===== config.mk =====
export PLATFORM = sky130hd
export DESIGN_NAME = disk_sector_check_and_lba_top
export DESIGN_NICKNAME = d
export VERILOG_FILES = /design/src/rtl/dsc_pkg.sv /design/src/rtl/disk_sector_check_and_lba_top.sv /design/src/rtl/dsc_crc_serial.sv /design/src/rtl/dsc_lba_unit.sv
export SDC_FILE = /design/constraint.sdc
export NUM_CORES = 1
export LEC_CHECK = 0
export BUFFER_PORTS_ARGS = -buffer_cell sky130_fd_sc_hd__buf_4
export CAP_MARGIN = 20
export CORE_ASPECT_RATIO = 1.1
export CORE_MARGIN = 5
export CORE_UTILIZATION = 40
export DETAILED_ROUTE_END_ITERATION = 16
export HOLD_SLACK_MARGIN = 0.05
export PLACE_DENSITY = 0.64
export SLEW_MARGIN = 25
export SYNTH_ARGS = -nofsm -noshare
export SYNTH_HDL_FRONTEND = slang
export SYNTH_SLANG_ARGS = --single-unit

===== constraint.sdc =====
create_clock -name aclk -period 3.45 [get_ports aclk]
set_input_delay 0.69 -clock aclk [delete_from_list [all_inputs] [get_ports aclk]]
set_output_delay 0.69 -clock aclk [all_outputs]
set_load 0.02 [all_outputs]

===== src/rtl/dsc_pkg.sv =====
// Shared types, constants and codes for the disk sector checker.
package dsc_pkg;

    // Default sector layout.
    localparam int ADDR_AREA_BYTES_DEF = 8;
    localparam int DATA_AREA_BYTES_DEF = 263;
    localparam int SECTOR_BYTES_DEF    = 256;

    // Field widths.
    localparam int BYTE_W      = 8;
    localparam int HEADS_W     = 5;
    localparam int SPT_W       = 8;
    localparam int CYL_W       = 16;
    localparam int STATUS_W    = 2;
    localparam int LBA_W       = 27;
    localparam int IN_TDATA_W  = 8;
    localparam int IN_TUSER_W  = 2;
    localparam int OUT_TDATA_W = 40;
    localparam int OUT_TUSER_W = 1;

    // Check polynomials, both MSB first with an all-ones start value.
    localparam int             HDR_CRC_W = 16;
    localparam logic [15:0]    HDR_POLY  = 16'h1021;
    localparam int             DAT_CRC_W = 48;
    localparam logic [47:0]    DAT_POLY  = 48'h100B_0001_100B;

    // A sector byte of all ones marks a spare sector.
    localparam logic [BYTE_W-1:0] SPARE_MARK = 8'hFF;

    // LBA arithmetic: the accumulator holds the widest unsaturated product.
    localparam int               LBA_ACC_W = 29;
    localparam logic [LBA_W-1:0] LBA_MAX   = {LBA_W{1'b1}};
    localparam int               LBA_MUL_W = 8;
    localparam int               LBA_STEP_W = 3;

    // Configuration port.
    localparam int CFG_INDEX_W = 1;
    localparam int CFG_DATA_W  = 8;
    localparam logic [CFG_INDEX_W-1:0] REG_HEAD_COUNT        = 1'd0;
    localparam logic [CFG_INDEX_W-1:0] REG_SECTORS_PER_TRACK = 1'd1;
    localparam logic [HEADS_W-1:0]     HEAD_COUNT_RESET      = 5'd8;
    localparam logic [SPT_W-1:0]       SPT_RESET             = 8'd34;

    // Outcome of the address area.
    typedef enum logic [1:0] {
        VERDICT_NONE  = 2'd0,
        VERDICT_BAD   = 2'd1,
        VERDICT_GOOD  = 2'd2,
        VERDICT_SPARE = 2'd3
    } verdict_t;

    // Sector status reported in the final beat.
    typedef enum logic [1:0] {
        STATUS_OK          = 2'd0,
        STATUS_BAD_HEADER  = 2'd1,
        STATUS_BAD_DATA    = 2'd2,
        STATUS_SPARE       = 2'd3
    } status_t;

    // Result kinds carried on the master tuser.
    localparam logic RESULT_PAYLOAD = 1'b0;
    localparam logic RESULT_STATUS  = 1'b1;

    // Main sequencer.
    typedef enum logic [1:0] {
        ST_IDLE  = 2'd0,
        ST_SHIFT = 2'd1,
        ST_LBA   = 2'd2,
        ST_EMIT  = 2'd3
    } ctrl_state_t;

    // LBA shift-and-add sequencer.
    typedef enum logic [1:0] {
        LBA_IDLE    = 2'd0,
        LBA_STAGE_A = 2'd1,
        LBA_STAGE_B = 2'd2
    } lba_state_t;

    // Operands handed to the LBA unit.
    typedef struct packed {
        logic [CYL_W-1:0]   cylinder;
        logic [BYTE_W-1:0]  head;
        logic [BYTE_W-1:0]  sector;
        logic [HEADS_W-1:0] head_count;
        logic [SPT_W-1:0]   sectors_per_track;
    } lba_operands_t;

endpackage


===== src/rtl/disk_sector_check_and_lba_top.sv =====
// Top level of the disk sector checker: byte sequencing, field capture and results.
//
// The block takes one sector byte per slave beat, passes it bit by bit through
// a CRC-16 (address area) or CRC-48 (data area) register, and returns payload
// bytes of a sector with a good header and then one status beat per sector.
// A mark byte or a byte outside the open area is only accepted; any other
// byte is accepted and then shifted into its CRC register bit by bit, and
// passes an emit state as well when it yields a beat or closes the address
// area. The last data byte also runs the LBA shift-and-add unit (shift steps
// for both stages, then a registered done flag) before its status beat. The
// bit serial CRC registers set the byte rate. A result beat is held in a
// single output register; while that register is still full, a new result
// waits for the master side to take the old one, with the slave side not ready.
module disk_sector_check_and_lba_top #(
    parameter int ADDR_AREA_BYTES = dsc_pkg::ADDR_AREA_BYTES_DEF,
    parameter int DATA_AREA_BYTES = dsc_pkg::DATA_AREA_BYTES_DEF,
    parameter int SECTOR_BYTES    = dsc_pkg::SECTOR_BYTES_DEF
) (
    input  logic                                aclk,
    input  logic                                aresetn,
    // Slave side: tdata = byte_value; tuser = area (bit 0), first_of_area (bit 1).
    input  logic                                s_tvalid,
    output logic                                s_tready,
    input  logic [dsc_pkg::IN_TDATA_W-1:0]      s_tdata,
    input  logic [dsc_pkg::IN_TUSER_W-1:0]      s_tuser,
    // Master side: tdata = payload_byte [7:0], status [9:8], lba [36:10], zero fill.
    output logic                                m_tvalid,
    input  logic                                m_tready,
    output logic [dsc_pkg::OUT_TDATA_W-1:0]     m_tdata,
    // Master tuser = result_kind.
    output logic [dsc_pkg::OUT_TUSER_W-1:0]     m_tuser,
    // Configuration writes.
    input  logic                                cfg_valid,
    output logic                                cfg_ready,
    input  logic [dsc_pkg::CFG_INDEX_W-1:0]     cfg_index,
    input  logic [dsc_pkg::CFG_DATA_W-1:0]      cfg_data
);

    localparam int POS_MAX0 = (ADDR_AREA_BYTES > DATA_AREA_BYTES) ?
                              ADDR_AREA_BYTES : DATA_AREA_BYTES;
    localparam int POS_MAX  = (POS_MAX0 > SECTOR_BYTES) ? POS_MAX0 : SECTOR_BYTES;
    localparam int POS_W    = $clog2(POS_MAX + 1);
    localparam int BW       = dsc_pkg::BYTE_W;

    localparam logic [POS_W-1:0] ADDR_LAST   = POS_W'(ADDR_AREA_BYTES - 1);
    localparam logic [POS_W-1:0] DATA_LAST   = POS_W'(DATA_AREA_BYTES - 1);
    localparam logic [POS_W-1:0] PAYLOAD_END = POS_W'(SECTOR_BYTES);
    localparam logic [POS_W-1:0] POS_CYL_HI  = POS_W'(1);
    localparam logic [POS_W-1:0] POS_CYL_LO  = POS_W'(2);
    localparam logic [POS_W-1:0] POS_HEAD    = POS_W'(3);
    localparam logic [POS_W-1:0] POS_SECTOR  = POS_W'(4);

    dsc_pkg::ctrl_state_t state_reg, state_next;
    dsc_pkg::verdict_t    verdict_reg, verdict_next;

    logic [2:0]                    bit_cnt_reg, bit_cnt_next;
    logic [BW-1:0]                 shift_reg, shift_next;
    logic [BW-1:0]                 byte_reg, byte_next;
    logic                          pend_area_reg, pend_area_next;
    logic                          pend_last_reg, pend_last_next;
    logic                          pend_payload_reg, pend_payload_next;
    logic [POS_W-1:0]              pos_reg, pos_next;
    logic                          open_area_reg, open_area_next;
    logic [dsc_pkg::CYL_W-1:0]     cyl_reg, cyl_next;
    logic [BW-1:0]                 head_reg, head_next;
    logic [BW-1:0]                 sect_reg, sect_next;
    logic [dsc_pkg::HEADS_W-1:0]   head_count_reg, head_count_next;
    logic [dsc_pkg::SPT_W-1:0]     spt_reg, spt_next;
    logic                          m_tvalid_reg, m_tvalid_next;
    logic [dsc_pkg::OUT_TDATA_W-1:0] m_tdata_reg, m_tdata_next;
    logic [dsc_pkg::OUT_TUSER_W-1:0] m_tuser_reg, m_tuser_next;

    logic                   in_accept;
    logic [BW-1:0]          in_byte;
    logic                   in_area;
    logic                   in_first;
    logic                   in_live;
    logic                   at_addr_last;
    logic                   at_data_last;
    logic                   last_bit;
    logic                   out_free;
    logic                   hdr_init;
    logic                   dat_init;
    logic                   hdr_shift;
    logic                   dat_shift;
    logic                   hdr_zero;
    logic                   dat_zero;
    logic                   lba_start;
    logic                   lba_done;
    logic                   out_load;
    logic                   verdict_set;
    logic [dsc_pkg::LBA_W-1:0] lba_value;
    dsc_pkg::lba_operands_t lba_ops;
    dsc_pkg::status_t       status_val;

    // Slave beat decode.
    assign in_accept    = s_tvalid && s_tready;
    assign in_byte      = s_tdata[BW-1:0];
    assign in_area      = s_tuser[0];
    assign in_first     = s_tuser[1];
    assign in_live      = !in_first && (pos_reg != {POS_W{1'b0}}) &&
                          (in_area == open_area_reg);
    assign at_addr_last = (pos_reg >= ADDR_LAST);
    assign at_data_last = (pos_reg >= DATA_LAST);
    assign last_bit     = (bit_cnt_reg == 3'd7);
    assign out_free     = !m_tvalid_reg || m_tready;
    assign cfg_ready    = 1'b1;

    // Next state of the sequencer.
    always_comb begin
        state_next = state_reg;
        case (state_reg)
            dsc_pkg::ST_IDLE: begin
                if (in_accept && in_live) begin
                    state_next = dsc_pkg::ST_SHIFT;
                end
            end
            dsc_pkg::ST_SHIFT: begin
                if (last_bit) begin
                    if (pend_area_reg && pend_last_reg) begin
                        state_next = dsc_pkg::ST_LBA;
                    end else if (pend_payload_reg || (!pend_area_reg && pend_last_reg)) begin
                        state_next = dsc_pkg::ST_EMIT;
                    end else begin
                        state_next = dsc_pkg::ST_IDLE;
                    end
                end
            end
            dsc_pkg::ST_LBA: begin
                if (lba_done) begin
                    state_next = dsc_pkg::ST_EMIT;
                end
            end
            dsc_pkg::ST_EMIT: begin
                if (!pend_area_reg || out_free) begin
                    state_next = dsc_pkg::ST_IDLE;
                end
            end
            default: begin
                state_next = dsc_pkg::ST_IDLE;
            end
        endcase
    end

    // Controls decoded from the sequencer state.
    always_comb begin
        s_tready    = (state_reg == dsc_pkg::ST_IDLE);
        hdr_init    = in_accept && in_first && !in_area;
        dat_init    = in_accept && in_first && in_area;
        hdr_shift   = (state_reg == dsc_pkg::ST_SHIFT) && !pend_area_reg;
        dat_shift   = (state_reg == dsc_pkg::ST_SHIFT) && pend_area_reg;
        lba_start   = (state_reg == dsc_pkg::ST_SHIFT) && last_bit &&
                      pend_area_reg && pend_last_reg;
        out_load    = (state_reg == dsc_pkg::ST_EMIT) && pend_area_reg && out_free;
        verdict_set = (state_reg == dsc_pkg::ST_EMIT) && !pend_area_reg;
    end

    // Final status in priority order: bad header, spare, bad data, ok.
    always_comb begin
        case (verdict_reg)
            dsc_pkg::VERDICT_GOOD:  status_val = dat_zero ? dsc_pkg::STATUS_OK :
                                                            dsc_pkg::STATUS_BAD_DATA;
            dsc_pkg::VERDICT_SPARE: status_val = dsc_pkg::STATUS_SPARE;
            default:                status_val = dsc_pkg::STATUS_BAD_HEADER;
        endcase
    end

    // Register next values.
    always_comb begin
        bit_cnt_next      = bit_cnt_reg;
        shift_next        = shift_reg;
        byte_next         = byte_reg;
        pend_area_next    = pend_area_reg;
        pend_last_next    = pend_last_reg;
        pend_payload_next = pend_payload_reg;
        pos_next          = pos_reg;
        open_area_next    = open_area_reg;
        cyl_next          = cyl_reg;
        head_next         = head_reg;
        sect_next         = sect_reg;
        verdict_next      = verdict_reg;
        head_count_next   = head_count_reg;
        spt_next          = spt_reg;
        m_tvalid_next     = m_tvalid_reg;
        m_tdata_next      = m_tdata_reg;
        m_tuser_next      = m_tuser_reg;

        // Configuration writes; indexes past the list are ignored.
        if (cfg_valid && cfg_ready) begin
            if (cfg_index == dsc_pkg::REG_HEAD_COUNT) begin
                head_count_next = cfg_data[dsc_pkg::HEADS_W-1:0];
            end else if (cfg_index == dsc_pkg::REG_SECTORS_PER_TRACK) begin
                spt_next = cfg_data[dsc_pkg::SPT_W-1:0];
            end
        end

        // A mark opens its area; an address mark forgets the last verdict.
        if (in_accept && in_first) begin
            open_area_next = in_area;
            pos_next       = POS_W'(1);
            if (!in_area) begin
                verdict_next = dsc_pkg::VERDICT_NONE;
            end
        end else if (in_accept && in_live) begin
            shift_next     = in_byte;
            byte_next      = in_byte;
            pend_area_next = in_area;
            bit_cnt_next   = 3'd0;
            if (!in_area) begin
                case (pos_reg)
                    POS_CYL_HI: cyl_next[dsc_pkg::CYL_W-1:BW] = in_byte;
                    POS_CYL_LO: cyl_next[BW-1:0]              = in_byte;
                    POS_HEAD:   head_next                     = in_byte;
                    POS_SECTOR: sect_next                     = in_byte;
                    default:    ;
                endcase
                pend_last_next    = at_addr_last;
                pend_payload_next = 1'b0;
                pos_next          = at_addr_last ? {POS_W{1'b0}} : pos_reg + POS_W'(1);
            end else begin
                pend_last_next    = at_data_last;
                pend_payload_next = !at_data_last && (pos_reg <= PAYLOAD_END) &&
                                    (verdict_reg == dsc_pkg::VERDICT_GOOD);
                pos_next          = at_data_last ? {POS_W{1'b0}} : pos_reg + POS_W'(1);
            end
        end

        // Feed the held byte to the CRC register, most significant bit first.
        if (state_reg == dsc_pkg::ST_SHIFT) begin
            shift_next   = {shift_reg[BW-2:0], 1'b0};
            bit_cnt_next = bit_cnt_reg + 3'd1;
        end

        // Close of the address area.
        if (verdict_set) begin
            if (!hdr_zero) begin
                verdict_next = dsc_pkg::VERDICT_BAD;
            end else if (sect_reg == dsc_pkg::SPARE_MARK) begin
                verdict_next = dsc_pkg::VERDICT_SPARE;
            end else begin
                verdict_next = dsc_pkg::VERDICT_GOOD;
            end
        end

        // Output register: a taken beat frees it, a new result fills it.
        if (m_tvalid_reg && m_tready) begin
            m_tvalid_next = 1'b0;
        end
        if (out_load) begin
            m_tvalid_next = 1'b1;
            if (pend_last_reg) begin
                m_tuser_next = dsc_pkg::RESULT_STATUS;
                m_tdata_next = {3'b000,
                                (status_val == dsc_pkg::STATUS_OK) ? lba_value :
                                                                     {dsc_pkg::LBA_W{1'b0}},
                                status_val, {BW{1'b0}}};
                verdict_next = dsc_pkg::VERDICT_NONE;
            end else begin
                m_tuser_next = dsc_pkg::RESULT_PAYLOAD;
                m_tdata_next = {3'b000, {dsc_pkg::LBA_W{1'b0}},
                                dsc_pkg::STATUS_OK, byte_reg};
            end
        end
    end

    always_ff @(posedge aclk) begin
        if (!aresetn) begin
            state_reg      <= dsc_pkg::ST_IDLE;
            verdict_reg    <= dsc_pkg::VERDICT_NONE;
            pos_reg        <= {POS_W{1'b0}};
            open_area_reg  <= 1'b0;
            cyl_reg        <= {dsc_pkg::CYL_W{1'b0}};
            head_reg       <= {BW{1'b0}};
            sect_reg       <= {BW{1'b0}};
            head_count_reg <= dsc_pkg::HEAD_COUNT_RESET;
            spt_reg        <= dsc_pkg::SPT_RESET;
            m_tvalid_reg   <= 1'b0;
        end else begin
            state_reg      <= state_next;
            verdict_reg    <= verdict_next;
            pos_reg        <= pos_next;
            open_area_reg  <= open_area_next;
            cyl_reg        <= cyl_next;
            head_reg       <= head_next;
            sect_reg       <= sect_next;
            head_count_reg <= head_count_next;
            spt_reg        <= spt_next;
            m_tvalid_reg   <= m_tvalid_next;
        end
        bit_cnt_reg      <= bit_cnt_next;
        shift_reg        <= shift_next;
        byte_reg         <= byte_next;
        pend_area_reg    <= pend_area_next;
        pend_last_reg    <= pend_last_next;
        pend_payload_reg <= pend_payload_next;
        m_tdata_reg      <= m_tdata_next;
        m_tuser_reg      <= m_tuser_next;
    end

    // Address area check.
    dsc_crc_serial #(
        .W    (dsc_pkg::HDR_CRC_W),
        .POLY (dsc_pkg::HDR_POLY)
    ) u_hdr_crc (
        .aclk     (aclk),
        .init     (hdr_init),
        .shift_en (hdr_shift),
        .bit_in   (shift_reg[BW-1]),
        .is_zero  (hdr_zero)
    );

    // Data area check.
    dsc_crc_serial #(
        .W    (dsc_pkg::DAT_CRC_W),
        .POLY (dsc_pkg::DAT_POLY)
    ) u_dat_crc (
        .aclk     (aclk),
        .init     (dat_init),
        .shift_en (dat_shift),
        .bit_in   (shift_reg[BW-1]),
        .is_zero  (dat_zero)
    );

    // Logical block address from the captured header.
    always_comb begin
        lba_ops.cylinder          = cyl_reg;
        lba_ops.head              = head_reg;
        lba_ops.sector            = sect_reg;
        lba_ops.head_count        = head_count_reg;
        lba_ops.sectors_per_track = spt_reg;
    end

    dsc_lba_unit u_lba (
        .aclk     (aclk),
        .aresetn  (aresetn),
        .start    (lba_start),
        .operands (lba_ops),
        .done     (lba_done),
        .lba      (lba_value)
    );

    assign m_tvalid = m_tvalid_reg;
    assign m_tdata  = m_tdata_reg;
    assign m_tuser  = m_tuser_reg;

endmodule


===== src/rtl/dsc_crc_serial.sv =====
// Bit-serial MSB-first CRC register with a zero-residue flag.
module dsc_crc_serial #(
    parameter int           W    = dsc_pkg::HDR_CRC_W,
    parameter logic [W-1:0] POLY = dsc_pkg::HDR_POLY
) (
    input  logic aclk,
    input  logic init,
    input  logic shift_en,
    input  logic bit_in,
    output logic is_zero
);

    logic [W-1:0] crc_reg;
    logic [W-1:0] crc_next;
    logic         feedback;

    // One message bit per cycle while shift_en is high, through the feedback register.
    always_comb begin
        feedback = crc_reg[W-1] ^ bit_in;
        crc_next = crc_reg;
        if (init) begin
            crc_next = {W{1'b1}};
        end else if (shift_en) begin
            crc_next = {crc_reg[W-2:0], 1'b0} ^ (feedback ? POLY : {W{1'b0}});
        end
    end

    always_ff @(posedge aclk) begin
        crc_reg <= crc_next;
    end

    assign is_zero = (crc_reg == {W{1'b0}});

endmodule


===== src/rtl/dsc_lba_unit.sv =====
// Shift-and-add unit that forms (c*heads + h)*(spt-1) + s with saturation.
module dsc_lba_unit (
    input  logic                          aclk,
    input  logic                          aresetn,
    input  logic                          start,
    input  dsc_pkg::lba_operands_t        operands,
    output logic                          done,
    output logic [dsc_pkg::LBA_W-1:0]     lba
);

    localparam int AW = dsc_pkg::LBA_ACC_W;
    localparam int MW = dsc_pkg::LBA_MUL_W;
    localparam int SW = dsc_pkg::LBA_STEP_W;

    dsc_pkg::lba_state_t state_reg, state_next;
    logic [AW-1:0] acc_reg, acc_next;
    logic [AW-1:0] mcand_reg, mcand_next;
    logic [MW-1:0] mult_reg, mult_next;
    logic [SW-1:0] step_reg, step_next;
    logic          done_reg, done_next;
    logic [AW-1:0] acc_sum;
    logic [MW-1:0] usable;
    logic          last_step;
    logic          busy;

    // A track keeps one spare sector; fewer than two sectors leaves none usable.
    assign usable = (operands.sectors_per_track > MW'(1)) ?
                    (operands.sectors_per_track - MW'(1)) : {MW{1'b0}};

    assign acc_sum = acc_reg + (mult_reg[0] ? mcand_reg : {AW{1'b0}});

    // Next state of the sequencer.
    always_comb begin
        state_next = state_reg;
        case (state_reg)
            dsc_pkg::LBA_IDLE: begin
                if (start) begin
                    state_next = dsc_pkg::LBA_STAGE_A;
                end
            end
            dsc_pkg::LBA_STAGE_A: begin
                if (last_step) begin
                    state_next = dsc_pkg::LBA_STAGE_B;
                end
            end
            dsc_pkg::LBA_STAGE_B: begin
                if (last_step) begin
                    state_next = dsc_pkg::LBA_IDLE;
                end
            end
            default: begin
                state_next = dsc_pkg::LBA_IDLE;
            end
        endcase
    end

    // Decoded controls of the sequencer.
    always_comb begin
        busy      = (state_reg == dsc_pkg::LBA_STAGE_A) ||
                    (state_reg == dsc_pkg::LBA_STAGE_B);
        last_step = busy && (step_reg == {SW{1'b1}});
        done_next = (state_reg == dsc_pkg::LBA_STAGE_B) && last_step;
    end

    // Datapath: one multiplier bit per cycle, stage A for c*heads + h,
    // stage B for that times the usable sector count plus s.
    always_comb begin
        acc_next   = acc_reg;
        mcand_next = mcand_reg;
        mult_next  = mult_reg;
        step_next  = step_reg;
        if (start && (state_reg == dsc_pkg::LBA_IDLE)) begin
            acc_next   = AW'(operands.head);
            mcand_next = AW'(operands.cylinder);
            mult_next  = MW'(operands.head_count);
            step_next  = {SW{1'b0}};
        end else if (busy) begin
            step_next = step_reg + SW'(1);
            if ((state_reg == dsc_pkg::LBA_STAGE_A) && last_step) begin
                acc_next   = AW'(operands.sector);
                mcand_next = acc_sum;
                mult_next  = usable;
            end else begin
                acc_next   = acc_sum;
                mcand_next = {mcand_reg[AW-2:0], 1'b0};
                mult_next  = {1'b0, mult_reg[MW-1:1]};
            end
        end
    end

    always_ff @(posedge aclk) begin
        if (!aresetn) begin
            state_reg <= dsc_pkg::LBA_IDLE;
            done_reg  <= 1'b0;
        end else begin
            state_reg <= state_next;
            done_reg  <= done_next;
        end
        acc_reg   <= acc_next;
        mcand_reg <= mcand_next;
        mult_reg  <= mult_next;
        step_reg  <= step_next;
    end

    assign done = done_reg;
    assign lba  = (acc_reg > AW'(dsc_pkg::LBA_MAX)) ? dsc_pkg::LBA_MAX :
                  acc_reg[dsc_pkg::LBA_W-1:0];

endmodule


==> run metrics, run 1 <==
run status finished, final reports clean; Seq cells post-synth approximately 260; drt via density 5.15; Worst-Skew Late Latency between 500 and 600 ps; r2r startpoint u_lba.mult_reg[0]; CTS Buf Count 28; Post-Syn Area between 10000 and 15000 um2; ranking of synthesized cells by area dfxtp_1 27%, edfxtp_1 22%, nand2_1 8.5%; Yosys top cell area share 27.5%; Initial Utilization approximately 40%; Post-Synthesis Cells roughly 1300; post_cts resized 0; largest net degree at the start of global routing between 50 and 60; Worst Setup End Kind flop; total global-route track usage between 10% and 20%; Startpoint Class flop; fmax approximately 0.32 GHz; # IOs 68; Worst Path Max Fanout 19; M1 wire length between 10 and 15 mm; final instance area between 10000 and 15000 um2; Setup Total Neg Slack 0 ps; Avg Inst Size Synth 9.11 um2; Antenna Nets Post-Route 0; Total Power roughly 6.8 mW; most frequent cells after synthesis 276 x nand2_1, 168 x dfxtp_1, 88 x edfxtp_1; final hold violations 0; initial antenna violation count 0; Final min period 3130 ps; number of antenna diodes 0; Iter 0 DRT Violations 548; crit path kind reg -> reg; Seq/Total Area, Yosys just under 50%; critical path startpoint u_lba.mult_reg[0]; TritonRoute pass-1 iters 5; Worst Path Required 3910 ps; WL/cell ~15 um; Via Count a little over 9000; share of cells above drive strength 1 10.2%; Reg clk slew, reported paths roughly 60 ps; hold path startpoint cfg_data[5]; RSZ-0062 raised after global routing false; Area Growth Syn to Fin 14.3%; first-pass GRT wire length 45.9 mm; crit-path max cell delay 410 ps; # DRC 0; total of fill cells in the finished design ~3000; cts hold-fix bufs 0; die height between 150 and 200 um; max reg flops between 40 and 50; post-DP HPWL 18.8 mm; Root Buffer clkbuf_16; Worst Tran Pin Value slightly below 900 ps; Post-synth ARST share 0%; cell taking the most area after synthesis dfxtp_1; Hold Path Cell Cnt 3; ys flop type dfxtp_1; total clock sinks between 200 and 300; Layout Skew between 9 and 10 ps; H-tree depth 1; dpl cell area 13100 um2; postcts setup bufs 0; most common cell in the netlist nand2_1; Die Footprint roughly 34000 um2; final wirelength around 27 mm; max layer used met4; Max-Cap Viols 0; YS warnings 0; Clock Path Buffers 3; critical-path cell with the highest stage delay edfxtp_1; power per cell area ~480 nW/um2; CTS tree built; Post-layout nets roughly 1400; worst-path cell chain buf_4 > and2_1 > ha_1 > and4_4 > and4b_1 > a211o_1 > and2_4 > o311ai_4 > a21oi_2 > nor2_4 > xnor3_1 > a21oi_1; cell row count 67; arrival time at the worst endpoint between 3000 and 4000 ps; Yosys cell types 67; Routability Congestion 0.881; met3 wire len about 1.1 mm; Port Buf Inserts between 60 and 70; P_leak 5.65 nW; Max Slew Vio Count 0; Placeable Area about 30000 um2; global route overflow 0; Post-synth EDFFs 88; Peak VDD IR between 300 and 400 uV; # setup viols final 0; Rel. slew slack around 40%; vias in the first global route between 9000 and 10000; r2r worst-path depth 12; metal2 WL 13.0 mm; Die Wd 177 um; HP Class in -> reg; Tcrit/Tclk final between 90% and 100%
## cells by family after synthesis
group	synth area share, %
AO/OA/AOI/OAI	15.0
XOR/XNOR	4.05
adder cells (fa/ha/maj)	4.46
buffers and inverters	3.39
flip-flops	49.0
multiplexers	1.73
other	0.0613
AND/OR/NAND/NOR	22.3
## layout by cell type (no fill, tap or decap), types with 21 or more instances in the layout
cell / Yosys / final
nand2_1: 276 / 276
dfxtp_1: 168 / 168
edfxtp_1: 88 / 88
nor2_1: 87 / 85
buf_4: 4 / 80
nand3_1: 76 / 76
a21oi_1: 63 / 63
ha_1: 42 / 42
nor2b_1: 38 / 38
and2_1: 38 / 38
o21ai_0: 38 / 38
xnor2_1: 33 / 33
o21a_1: 33 / 33
a21boi_0: 32 / 32
clkbuf_16: 0 / 29
inv_1: 21 / 21
a22o_1: 21 / 21
## layer usage
layer | GRT usage [%] | up-vias
li1 | - | 4747
met1 | 22.2 | 4365
met2 | 26.5 | 171
met3 | 1.95 | 30
met4 | 3.30 | 0
met5 | 0 | -
## per-stage QoR
step / util, % / worst slack (ps) / cells / hold slack [ps]
after global routing: 46.1 / 118 / 1810 / 368
after global placement: 43.1 / 368 / 1758 / 451
after detailed placement: 43.1 / 350 / 1758 / 461
final: 46.1 / 322 / 1810 / 376
after CTS: 46.1 / 327 / 1810 / 358
after floorplan: - / 456 / 1346 / 441
## area by class of cell
class | count | area (um2) | area share (%)
Tap cell | 414 | 518 | 3.70
Timing Repair Buffer | 81 | 621 | 4.44
Multi-Input combinational cell | 986 | 5850 | 41.8
Sequential cell | 256 | 6010 | 42.9
Inverter | 21 | 78.8 | 0.563
Clock buffer | 44 | 822 | 5.87
Clock inverter | 8 | 92.6 | 0.662
## final timing paths
check	slack, ps	end
setup reg to reg	320	u_lba.mcand_reg[28]
hold reg to reg	470	head_reg[0]
hold / removal	380	spt_reg[5]
setup / recovery	320	u_lba.mcand_reg[28]
## worst max-delay path, delay by kind of cell (launching register included)
kind	cells	cell delay (ps)
AOI/OAI and AO/OA	4	920
adders and majority gates	1	350
and+or+nand+nor	5	850
xor gates and xnor gates	1	300
buffers and inverters	1	230
DFF	1	410
## report_power, final
part           leakage, nW  switching, mW  internal (mW)  total, mW
combinational         3.09          0.246          0.195      0.442
sequential            2.11          0.124           3.26       3.38
clock                0.447           1.16           1.78       2.94
Note: power is estimated with default switching activity, not from simulation.
==> inputs of run 2 (changes only) <==
--- a/config.mk
+++ b/config.mk
@@ -7,7 +7,7 @@
 export LEC_CHECK = 0
 export BUFFER_PORTS_ARGS = -buffer_cell sky130_fd_sc_hd__buf_4
 export CAP_MARGIN = 20
-export CORE_ASPECT_RATIO = 1.1
+export CORE_ASPECT_RATIO = 0.5
 export CORE_MARGIN = 5
 export CORE_UTILIZATION = 40
 export DETAILED_ROUTE_END_ITERATION = 16
@@ -16,4 +16,5 @@
 export SLEW_MARGIN = 25
 export SYNTH_ARGS = -nofsm -noshare
 export SYNTH_HDL_FRONTEND = slang
+export SYNTH_HIERARCHICAL = 1
 export SYNTH_SLANG_ARGS = --single-unit
==> run 2 against run 1 <==
Routed wire length is 8.7% higher; sequential power is 13% higher; critical path type unchanged; critical path depth is 1 lower; synthesized cell count is 1.6% lower; cell count is 0.39% lower; cell area is 4.1% higher; first-iteration DRC count is 14% higher.
==> run metrics, run 2 <==
ranking of synthesized cells by area dfxtp_1 26%, edfxtp_1 21%, nor2b_1 5.3%; # setup viols final 0 (unchanged); Die Footprint 35900 um2 (+5.0%); Worst Hold Slack 368 ps (-8.66 ps); power per cell area 610 nW/um2 (+26%); drt via density 5.47 (+6.3%); total global-route track usage 16.4% (+0.51 points); commonest non-fill, non-tap cell in the layout dfxtp_1; # IOs 68 (unchanged); run status finished, final reports clean; Seq/Total Area, Yosys 46.9% (-2.1 points); Port Buf Inserts 63 (unchanged); fin util 46.1% (about the same); most frequent cells after synthesis 168 x dfxtp_1, 144 x nand2_1, 109 x nor2b_1; largest net degree at the start of global routing 97 (+70%); post-DP HPWL 20.5 mm (+8.9%); Seq cells post-synth 256 (unchanged); cell taking the most area after synthesis dfxtp_1; Die Wd 263 um (+49%); Rel. slew slack 34.5% (-5.7 points); ys flop type dfxtp_1; Antenna Nets Post-Route 0 (unchanged); CTS tree built; number of antenna diodes 0 (unchanged); Max Slew Vio Count 0 (unchanged); Worst Tran Pin Value 982 ps (+87.7 ps); first-pass GRT wire length 49.4 mm (+7.5%); Peak VDD IR 303 uV (-9.4%); Worst Setup End Kind flop; Max-Cap Viols 0 (unchanged); max reg flops 48 (unchanged); Yosys cell types 85 (+27%); Post-synth EDFFs 88 (unchanged); global route overflow 0 (unchanged); final instance area 14600 um2 (+4.1%); vias in the first global route 9707 (+7.0%); Hold Path Cell Cnt 3 (unchanged); HP Class in -> reg; arrival time at the worst endpoint 3510 ps (-80 ps); r2r worst-path depth 11 (-1); CTS Buf Count 25 (-11%); Root Buffer clkbuf_16; Final min period 3070 ps (-56.0 ps); Routability Congestion 0.896 (+1.8%); total clock sinks 256 (unchanged); Post-synth ARST share 0% (unchanged); share of cells above drive strength 1 11.2% (+0.99 points); Placeable Area 31600 um2 (+4.1%); H-tree depth 1 (unchanged); Post-Syn Area 12800 um2 (+4.6%); cts hold-fix bufs 0 (unchanged); post_cts resized 0 (unchanged); TritonRoute pass-1 iters 5 (unchanged); Startpoint Class flop; Yosys top cell area share 26.3% (-1.2 points); P_leak 5.89 nW (+4.1%); # DRC 0 (unchanged); crit path kind reg -> reg; most common cell in the netlist dfxtp_1; postcts setup bufs 0 (unchanged); Clock Path Buffers 3 (unchanged); die height 137 um (-29%); Avg Inst Size Synth 9.69 um2 (+6.3%); dpl cell area 13700 um2 (+4.6%); fmax 0.325 GHz (+1.8%); YS warnings 6 (+6); Via Count 9860 (+5.9%); final hold violations 0 (unchanged); initial antenna violation count 0 (unchanged); Worst-Skew Late Latency 550 ps (+20 ps); cell row count 46 (-31%); most frequent cells in the layout 168 x dfxtp_1, 144 x nand2_1, 109 x nor2b_1, 88 x edfxtp_1, 79 x buf_4; Reg clk slew, reported paths 70 ps (about the same); Tcrit/Tclk final 89.1% (-1.6 points); Post-layout nets 1420 (-1.5%); Worst Path Required 3890 ps (-20 ps); Post-Synthesis Cells 1322 (-1.6%); Iter 0 DRT Violations 622 (+14%); final wirelength 29.9 mm (+8.7%); Layout Skew 15.2 ps (+6.17 ps); RSZ-0062 raised after global routing false; Setup Total Neg Slack 0 ps (unchanged); WL/cell 16.6 um (+9.2%); Area Growth Syn to Fin 13.8%; Worst Path Max Fanout 4 (-15); Initial Utilization 40.5% (+0.18 points)
run 2: cell types whose count changed after synthesis, sizes merged, moves of 10 or more:
cell    change
nor2b      +72
or3        +36
o21a       -28
nand3      -46
a211o      +62
xnor2      -10
a21boi     -20
a31oi      +11
nand2     -129
and2       +26
buf        +11
mux2i      +27
clkbuf     -14
run 2: cell type report:
| type | count | area (um2) |
|---|---|---|
| clock buffer | 27 | 653 |
| clock inverter | 19 | 236 |
| fill | 2971 | 17000 |
| inverter | 26 | 97.6 |
| multi-input combinational | 962 | 6410 |
| sequential | 256 | 6010 |
| tap | 432 | 541 |
| timing repair buffer | 81 | 633 |
run 2: cell families (layout without fill, tap and decap cells):
logic type	Yosys count	after routing	synth area share, %
simple gates	534	534	21.9
flops	256	256	46.9
xor+xnor	40	40	3.22
buf+inv	106	153	3.32
other cells	2	4	0.0586
fa+ha+maj	44	44	4.36
mux	47	47	3.67
compound gates	293	293	16.6
run 2: where the power goes:
part	switching [mW]	internal (mW)	total (mW)
Sequential	0.306	3.52	3.82
Clock	1.21	1.75	2.96
Combinational	1.18	0.933	2.11
run 2: per-layer routing:
layer | routed length, um | global-route usage [%]
met3 | 1830 | 3.56
met2 | 13500 | 27.2
met4 | 644 | 3.92
met1 | 13900 | 22.2
met5 | 0 | 0
run 2: worst paths after layout:
check	startpoint	end	slack, ps
setup reg to reg	u_lba/mcand_reg[0]	u_lba/mcand_reg[28]	380
setup / recovery	u_lba/mcand_reg[0]	u_lba/mcand_reg[28]	380
hold reg to reg	cyl_reg[7]	cyl_reg[7]	470
hold / removal	cfg_data[5]	spt_reg[5]	370
run 2: metrics by stage:
| step | setup slack [ps] | cells | total power, mW |
|---|---|---|---|
| 4_1_cts | 400 | 1803 | 8.95 |
| 3_5_place_dp | 417 | 1757 | 5.96 |
| 2_1_floorplan | 411 | 1324 | 5.42 |
| 6_report | 378 | 1803 | 8.90 |
| 5_1_grt | 147 | 1803 | 9.41 |
| 3_3_place_gp | 496 | 1757 | 5.88 |
run 2: worst max-delay path: stages (launching register included):
cell      delay, ps
edfxtp_1        390
and2_1          170
ha_1            200
fa_1            440
a211oi_1        370
o211ai_2        190
nand3_2         120
a31oi_2         140
o31ai_1         400
nand2_1         120
xnor3_1         190
a31o_2          250
==> inputs of run 3 (changes only) <==
--- a/config.mk
+++ b/config.mk
@@ -8,11 +8,12 @@
 export BUFFER_PORTS_ARGS = -buffer_cell sky130_fd_sc_hd__buf_4
 export CAP_MARGIN = 20
 export CORE_ASPECT_RATIO = 0.5
-export CORE_MARGIN = 5
+export CORE_MARGIN = 1.5
 export CORE_UTILIZATION = 40
 export DETAILED_ROUTE_END_ITERATION = 16
 export HOLD_SLACK_MARGIN = 0.05
 export PLACE_DENSITY = 0.64
+export SETUP_SLACK_MARGIN = 0.4
 export SLEW_MARGIN = 25
 export SYNTH_ARGS = -nofsm -noshare
 export SYNTH_HDL_FRONTEND = slang
==> run 3 against run 2 <==
Sequential share of layout area increased by 0.13 points; cell count grew 0.11%; largest cell class unchanged; clock skew rose by 0.62 ps; sequential power is essentially flat; non-clock buffer count is 2 higher; maximum frequency up 5.0%; count of clock-buffer cells in the layout is 14 higher; die area down 7.7%; via count fell by 0.78%; clock power shrank 10%; utilization shrank 0.13 points.
==> run metrics, run 3 (same netlist as run 2, synthesis figures left out) <==
arrival time at the worst endpoint 3360 ps (-150 ps); run status finished, final reports clean; drt via density 5.42 (-0.89%); final instance area 14500 um2 (-0.29%); final wirelength 30.1 mm (+0.75%); Clock Path Buffers 3 (unchanged); Via Count 9783 (-0.78%); # DRC 0 (unchanged); Post-layout nets 1422 (+0.14%); Worst Path Max Fanout 27 (+23); commonest non-fill, non-tap cell in the layout dfxtp_1; Reg clk slew, reported paths 60 ps (about the same); Worst-Skew Late Latency 550 ps (about the same); Startpoint Class flop; Rel. slew slack 37.5% (+3.0 points); largest net degree at the start of global routing 97 (unchanged); critical path endpoint u_lba/acc_reg[24]; TritonRoute pass-1 iters 5 (unchanged); crit path kind reg -> reg; cell row count 46 (unchanged); RR Endpoint u_lba/acc_reg[24]; Max Slew Vio Count 0 (unchanged); Routability Congestion 0.884 (-1.4%); Area Growth Syn to Fin 13.5%; most frequent cells in the layout 167 x dfxtp_1, 144 x nand2_1, 109 x nor2b_1, 88 x edfxtp_1, 82 x buf_4; WL/cell 16.7 um (+0.64%); Placeable Area 31600 um2 (unchanged); area of the multi-input gates 6470 um2 (+1.0%); H-tree depth 1 (unchanged); register area 6010 um2 (about the same); total of fill cells in the finished design 2945 (-0.88%); Iter 0 DRT Violations 774 (+24%); RSZ-0062 raised after global routing false; Reg power frac 44.3% (+1.3 points); Peak VDD IR 345 uV (+14%); net switching power 2.66 mW (-1.1%); clock power share 30.8% (-2.5 points); Gate power share 24.9% (+1.1 points); Worst Setup End Kind flop; vias in the first global route 9386 (-3.3%); Final min period 2930 ps (-146 ps); fmax 0.342 GHz (+5.0%); die height 130 um (-5.1%); critical path startpoint u_lba/mult_reg[0]; R2R setup slack 520 ps (+150 ps); Layout Skew 15.8 ps (+0.616 ps); dpl cell area 13600 um2 (-0.24%); Setup Total Neg Slack 0 ps (unchanged); r2r worst-path depth 11 (unchanged); Die Footprint 33200 um2 (-7.7%); Tcrit/Tclk final 84.8% (-4.2 points); P_leak 5.82 nW (-1.1%); initial antenna violation count 1 (+1); global route overflow 0 (unchanged); power per cell area 594 nW/um2 (-2.7%); post-DP HPWL 20.4 mm (-0.49%); max reg flops 48 (unchanged); Hold Path Cell Cnt 1 (-2); # setup viols final 0 (unchanged); CTS tree built; Initial Utilization 40.5% (unchanged); Worst Path Required 3880 ps (about the same); r2r startpoint u_lba/mult_reg[0]; fin util 46.0% (-0.13 points); total global-route track usage 17.7% (+1.4 points); total clock sinks 256 (unchanged); final hold violations 0 (unchanged); Sw Ratio 30.9% (+0.58 points); HP Class in -> reg; Root Buffer clkbuf_16; Internal 5.97 mW (-3.8%); CTS Buf Count 25 (unchanged); Port Buf Inserts 63 (unchanged); # IOs 68 (unchanged); Max-Cap Viols 0 (unchanged); Die Wd 256 um (-2.7%); Antenna Nets Post-Route 0 (unchanged); first-pass GRT wire length 48.4 mm (-2.0%); share of cells above drive strength 1 11.5% (+0.36 points); Worst Tran Pin Value 936 ps (-45.5 ps)
-- run 3: cell types whose count changed in the layout (fill, tap and decap cells not counted), sizes merged --
cell	before	now
clkinv	11	2
diode	0	1
bufinv	5	0
clkbuf	27	41
clkinvlp	1	0
buf	81	83
-- run 3: timing repair --
action                                 4_1_cts  5_1_grt
gates resized for setup                      0       14
setup buffers                                0        3
setup endpoints to repair                    0       10
endpoints found under the hold margin        0        0
hold buffers                                 0        0
-- run 3: metal layers --
metal  track usage, %  vias to the layer above  share of wire [%]
met1             24.3                     4727                 48
met5                0                        -                  0
met4             4.42                        0                1.7
li1                 -                     4792                  -
met2             29.5                      230                 46
met3             2.86                       34                4.5
-- run 3: final cells by class --
class                   count  share of cell area (%)
well taps                 432                    3.72
clock buffers              41                    5.22
inverters                  26                   0.672
flip-flops and latches    256                    41.3
multi-input cells         962                    44.5
diodes                      1                  0.0172
repair buffers             83                    4.31
clock inverters             4                   0.172
-- run 3: worst max-delay path, stage by stage (launching register included) --
cell and delay [ps]:
edfxtp_1 420, buf_6 200, and2_1 180, ha_1 330, and2_4 200, and4_4 210
a32oi_4 220, a31oi_4 160, o21ai_4 210, a21oi_1 100, or3_1 320, a32o_1 260
-- run 3: power by group through the flow --
stage	sequential (mW)	combinational [mW]	clock [mW]
global placement	3.87	2.01	0
floorplan	3.75	1.67	0
global route	3.88	2.38	2.84
detailed placement	3.89	2.08	0
finish	3.83	2.15	2.66
CTS	3.82	2.09	2.71
-- run 3: worst min path at each step --
stage                              end    startpoint  slack (ps)
after global placement     head_reg[4]   head_reg[4]         450
after CTS                  byte_reg[0]    s_tdata[0]         350
after floorplan           shift_reg[0]  shift_reg[0]         440
after detailed placement  shift_reg[0]  shift_reg[0]         450
after global routing       byte_reg[0]    s_tdata[0]         350
final                      byte_reg[0]    s_tdata[0]         370
-- run 3: stage by stage --
step / cells / total power [mW] / worst slack (ps) / hold slack [ps]
global placement: 1756 / 5.88 / 489 / 447
CTS: 1801 / 8.62 / 438 / 350
detailed placement: 1756 / 5.97 / 450 / 451
global route: 1805 / 9.10 / 314 / 350
floorplan: 1324 / 5.42 / 411 / 436
finish: 1805 / 8.63 / 524 / 366
